**src/hdl/esc_pkg.sv**
```systemverilog
`default_nettype none
// ----------------------------------------------------------------------------
// esc_pkg
// Shared types, constants and helpers for the environment sensor
// compensation pipeline.
// ----------------------------------------------------------------------------
package esc_pkg;

  typedef enum logic [2:0] {
    REG_TEMP    = 3'd0,
    REG_PRESS_A = 3'd1,
    REG_PRESS_B = 3'd2,
    REG_MIXED   = 3'd3,
    REG_HUMID   = 3'd4
  } reg_idx_t;

  typedef struct packed {
    logic [15:0] t1;
    logic [15:0] t2;
    logic [15:0] t3;
    logic [15:0] p1;
    logic [15:0] p2;
    logic [15:0] p3;
    logic [15:0] p4;
    logic [15:0] p5;
    logic [15:0] p6;
    logic [15:0] p7;
    logic [15:0] p8;
    logic [15:0] p9;
    logic [7:0]  h1;
    logic [15:0] h2;
    logic [7:0]  h3;
    logic [15:0] h4;
    logic [15:0] h5;
    logic [7:0]  h6;
  } cal_t;

  localparam int LAT_TEMP   = 3;
  localparam int LAT_HUM    = 7;
  localparam int LAT_PFRONT = 6;
  localparam int DIV_BITS   = 64;
  localparam int LAT_DIV    = DIV_BITS + 1;
  localparam int LAT_PBACK  = 5;
  localparam int LAT_TOTAL  = LAT_TEMP + LAT_PFRONT + LAT_DIV + LAT_PBACK;
  localparam int REM_W      = 32;

  localparam logic [31:0] TEMP_OFS_P   = 32'd128000;
  localparam logic [31:0] HUM_TEMP_OFS = 32'd76800;
  localparam logic [31:0] HUM_ROUND_A  = 32'd16384;
  localparam logic [31:0] HUM_OFS_B    = 32'd2097152;
  localparam logic [31:0] HUM_ROUND_B  = 32'd8192;
  localparam logic [31:0] HUM_OFS_C    = 32'd32768;
  localparam logic [31:0] HUM_MAX      = 32'd419430400;
  localparam logic [63:0] PRESS_FULL   = 64'd1048576;
  localparam logic [63:0] PRESS_SCALE  = 64'd3125;
  localparam logic [63:0] PRESS_BIAS   = 64'h0000_8000_0000_0000;

  function automatic logic [31:0] sx16_32(input logic [15:0] v);
    return {{16{v[15]}}, v};
  endfunction

  function automatic logic [63:0] sx16_64(input logic [15:0] v);
    return {{48{v[15]}}, v};
  endfunction

endpackage
`default_nettype wire

```
**src/hdl/esc_temp.sv**
```systemverilog
`default_nettype none
// ----------------------------------------------------------------------------
// esc_temp
// Three-stage fine temperature datapath in 32-bit wrapping arithmetic.
// ----------------------------------------------------------------------------
module esc_temp import esc_pkg::*; (
  input  wire logic        clk,
  input  wire logic        en,
  input  wire cal_t        cal,
  input  wire logic [19:0] raw_temperature,
  input  wire logic [19:0] raw_pressure,
  input  wire logic [15:0] raw_humidity,
  output logic      [31:0] fine,
  output logic      [19:0] press_d,
  output logic      [15:0] humid_d
);

  logic [31:0] at32;
  logic [31:0] t1x;
  logic [31:0] diff_a;
  logic [31:0] diff_d;
  logic [31:0] dd_sh;
  logic [31:0] s1_a;
  logic [31:0] s1_dd;
  logic [31:0] s2_a;
  logic [31:0] s2_b;
  logic [19:0] p_s1;
  logic [19:0] p_s2;
  logic [15:0] h_s1;
  logic [15:0] h_s2;

  assign at32   = {12'b0, raw_temperature};
  assign t1x    = {16'b0, cal.t1};
  assign diff_a = (at32 >> 3) - (t1x << 1);
  assign diff_d = (at32 >> 4) - t1x;
  assign dd_sh  = 32'($signed(s1_dd) >>> 12);

  always_ff @(posedge clk) begin
    if (en) begin
      s1_a    <= diff_a * sx16_32(cal.t2);
      s1_dd   <= diff_d * diff_d;
      p_s1    <= raw_pressure;
      h_s1    <= raw_humidity;
      s2_a    <= 32'($signed(s1_a) >>> 11);
      s2_b    <= dd_sh * sx16_32(cal.t3);
      p_s2    <= p_s1;
      h_s2    <= h_s1;
      fine    <= s2_a + 32'($signed(s2_b) >>> 14);
      press_d <= p_s2;
      humid_d <= h_s2;
    end
  end

endmodule
`default_nettype wire

```
**config.mk**
```make
export PLATFORM = sky130hd
export DESIGN_NAME = esc_temp
export DESIGN_NICKNAME = d
export VERILOG_FILES = /design/src/hdl/esc_pkg.sv /design/src/hdl/esc_temp.sv
export SDC_FILE = /design/constraint.sdc
export NUM_CORES = 2
export LEC_CHECK = 0
export ABC_AREA = 0
export BUFFER_PORTS_ARGS = -buffer_cell sky130_fd_sc_hd__buf_2
export CELL_PAD_IN_SITES_DETAIL_PLACEMENT = 1
export CELL_PAD_IN_SITES_GLOBAL_PLACEMENT = 1
export CORE_MARGIN = 5
export CORE_UTILIZATION = 44
export CTS_CLUSTER_DIAMETER = 100
export DETAILED_ROUTE_END_ITERATION = 8
export GPL_ROUTABILITY_DRIVEN = 0
export PLACE_DENSITY_LB_ADDON = 0.1
export SLEW_MARGIN = 20
export SYNTH_ARGS = -nofsm -noshare
export SYNTH_HDL_FRONTEND = slang
export SYNTH_SLANG_ARGS = --single-unit
```
**constraint.sdc**
```tcl
create_clock -name clk -period 8 [get_ports clk]
set_clock_uncertainty 0.05 [all_clocks]
set_input_delay 0.4 -clock clk [delete_from_list [all_inputs] [get_ports clk]]
set_output_delay 0.4 -clock clk [all_outputs]
set_load 0.02 [all_outputs]
```
==> metrics.md <==
| Metric | Value |
|---|---|
| Status | finished clean |
| Setup Crit Path Kind | primary input to register |
| Post-synthesis cell area | 37,200 µm² |
| Setup TNS Final | 0 ns |
| Most frequent cells in the layout | inv_1 (992), fa_1 (814), nand2_1 (461), ha_1 (276), buf_4 (264) |
| CTS buffer count | 22 |
| Slew headroom | 31.2% |
| # nets final | 5,478 |
| Avg WL per Cell | 18.9 µm |
| Post-synthesis sequential area ratio | 16.9% |
| Final period utilization | 95.8% |
| 1st-pass router iterations | 5 |
| Filler cells | 9,450 |
| DRT antenna net count | 0 |
| Io pins | 390 |
| Final Hold Vio Count | 0 |
| DR vias/cell | 4.82 |
| Hold Path Class | register to register |
| FF+latch count, synth | 210 |
| Dominant synthesized flop cell | edfxtp_1 |
| Die extent in y | 301 µm |
| CTS sink cnt | 210 |
| Element type at the critical path end | register |
| Busiest layer in global routing | met2 |
| Core area | 83,800 µm² |
| Die Wd | 301 µm |
| Commonest non-fill, non-tap cell in the layout | inv_1 |
| Slowest CP cell | fa_1 |
| H-tree Lvls | 1 |
| Post-place setup slack | -0.351 ns |
| Vias in the first global route | 29,000 |
| CTS root buffer | clkbuf_16 |
| Crit path time final | 7.67 ns |
| Fin area | 42,300 µm² |
| Clock transition at path regs | 0.06 ns |
| TritonCTS clock tree | built |
| Layout area overhead | 13.7% |
| Synth warnings | 0 |
| Worst slew pin tran | 1.03 ns |
| Placed instance area | 41,200 µm² |
| CP most frequent cell | fa_1 |
| Number of synthesized flops with an enable pin | 210 |
| CP max FO | 5 |
| Post-Syn Nets | 5,100 |
| # Max-Cap Violations | 0 |
| CP peak stage delay | 0.53 ns |
| Antenna violations before repair | 5 |
| Pins Over Slew Limit | 0 |
| Total number of vias | 25,100 |
| Largest net degree at the start of global routing | 136 |
| Mean Syn Cell Area | 10.1 µm² |
| First-pass GRT wire length | 160,000 µm |
| Cells after Synth | 3,685 |
| Final setup viols | 0 |
| Routing usage on met2 | 39.3% |
| RSZ-0062 raised after global routing | true |
| Row count | 106 |
| Critical Path RT | 8.23 ns |
| Worst setup margin | 0.333 ns |
| Die ar. | 90,500 µm² |
| Max Buffers Root-to-Sink | 3 |
| Asr flop ratio synth | 0% |
| Met1 usage | 30.6% |
| Starting Density | 44.4% |
| Share of layout cells above drive strength 1 | 12.9% |
| Met3 Usage GRT | 2.19% |
| Worst skew pair latency | 0.53 ns |
| Critical path launch point type | primary input |
| Count of cell types in the netlist | 72 |
| CP arrival | 7.90 ns |
| Total grt overflow | 0 |
| Detailed Route Iter0 Violations | 913 |
| Overall routing resource usage | 22.5% |
| Number of I/O port buffers | 170 |
| WL final | 98,300 µm |
| F_max | 0.130 GHz |
| Remaining DRCs | 0 |
| Detailed placement HPWL | 83,300 µm |
==> per-stage QoR <==
stage	util [%]	hold slack (ns)	cells
floorplan	-	0.350	3685
global placement	49.1	0.350	5132
detailed placement	49.1	0.355	5132
CTS	50.3	0.368	5206
global route	50.5	0.370	5213
finish	50.5	0.368	5215
==> state kept, by name, indices dropped and copies added, names as in the netlist <==
register,flops
fine,22
h_s1,16
s2_a,21
press_d,20
h_s2,16
humid_d,16
s1_dd,20
s2_b,18
p_s2,20
p_s1,20
s1_a,21
==> layer usage <==
layer,wire length (µm),share of wire [%]
met1,43700,44
met2,49100,50
met3,3200,3.3
met4,2370,2.4
met5,13,0.013
==> area by class of cell <==
cell class                      instances  area (µm²)  share of cell area (%)
Clock buffer                           26         566                    1.34
Antenna cell                            4        10.0                  0.0237
Inverter                             1004        3770                    8.91
Timing Repair Buffer                  481        3410                    8.07
Multi-Input combinational cell       2344       26700                    63.1
Clock inverter                         12         113                   0.266
Tap cell                             1134        1420                    3.35
Sequential cell                       210        6310                    14.9
==> path summary, 6_finish.rpt <==
| path | from | to | slack [ns] | cells past startpoint |
|---|---|---|---|---|
| setup / recovery | cal[249] | s1_a[31] | 0.33 | 33 |
| hold / removal | h_s1[4] | h_s2[4] | 0.37 | 0 |
| setup reg to reg | s1_dd[18] | s2_b[31] | 1.14 | 23 |
| hold reg to reg | h_s1[4] | h_s2[4] | 0.37 | 0 |
==> cell usage after synthesis, drive strengths merged, types with 2 or more instances <==
library cell	count	share of area, %
o21ai	29	0.40
and2b	3	0.061
o2111ai	2	0.064
o211ai	8	0.16
and2	209	3.5
and3	9	0.15
or2	3	0.050
xnor2	101	2.4
o31ai	6	0.15
or3	5	0.084
a31oi	7	0.17
clkinv	7	0.074
ha	277	9.3
nand2b	27	0.45
nor2	138	1.4
nor3	26	0.38
nand2	461	4.6
and4	3	0.071
nand3b	3	0.061
o21a	18	0.36
nand4	5	0.084
mux2i	2	0.054
a21oi	56	0.79
clkbuf	107	1.1
fa	816	44
nor2b	30	0.50
inv	997	10
a21boi	5	0.10
edfxtp	210	17
o21bai	6	0.12
xor2	26	0.65
a2111oi	3	0.12
a21o	28	0.56
a211o	2	0.047
a211oi	4	0.11
nand3	10	0.15
buf	20	0.33
==> critical path, delay by kind of cell <==
kind	cells	cell delay [ns]
compound gates	6	1.28
mux	1	0.13
fa+ha+maj	8	3.59
simple gates	8	1.55
xor+xnor	1	0.12
buf+inv	9	0.83
==> kinds of logic after synthesis <==
| kind of cell | Yosys count | share of synthesized area, % |
|---|---|---|
| buffers and inverters | 1131 | 11.5 |
| adder cells (fa/ha/maj) | 1093 | 53.2 |
| AND/OR/NAND/NOR | 936 | 11.7 |
| flip-flops | 210 | 16.9 |
| AO/OA/AOI/OAI | 185 | 3.48 |
| XOR/XNOR | 127 | 3.05 |
| multiplexers | 3 | 0.0840 |
==> repair_timing <==
| action | CTS | global route |
|---|---|---|
| gates resized for setup | 0 | 13 |
| setup endpoints to repair | 0 | 10 |
| buffers inserted | 0 | 5 |
| hold buffers | 36 | 0 |
| hold endpoints to repair | 36 | 0 |
Power is not shown: default switching activity piles up to over one toggle a cycle in this logic, so the estimate is an artifact.
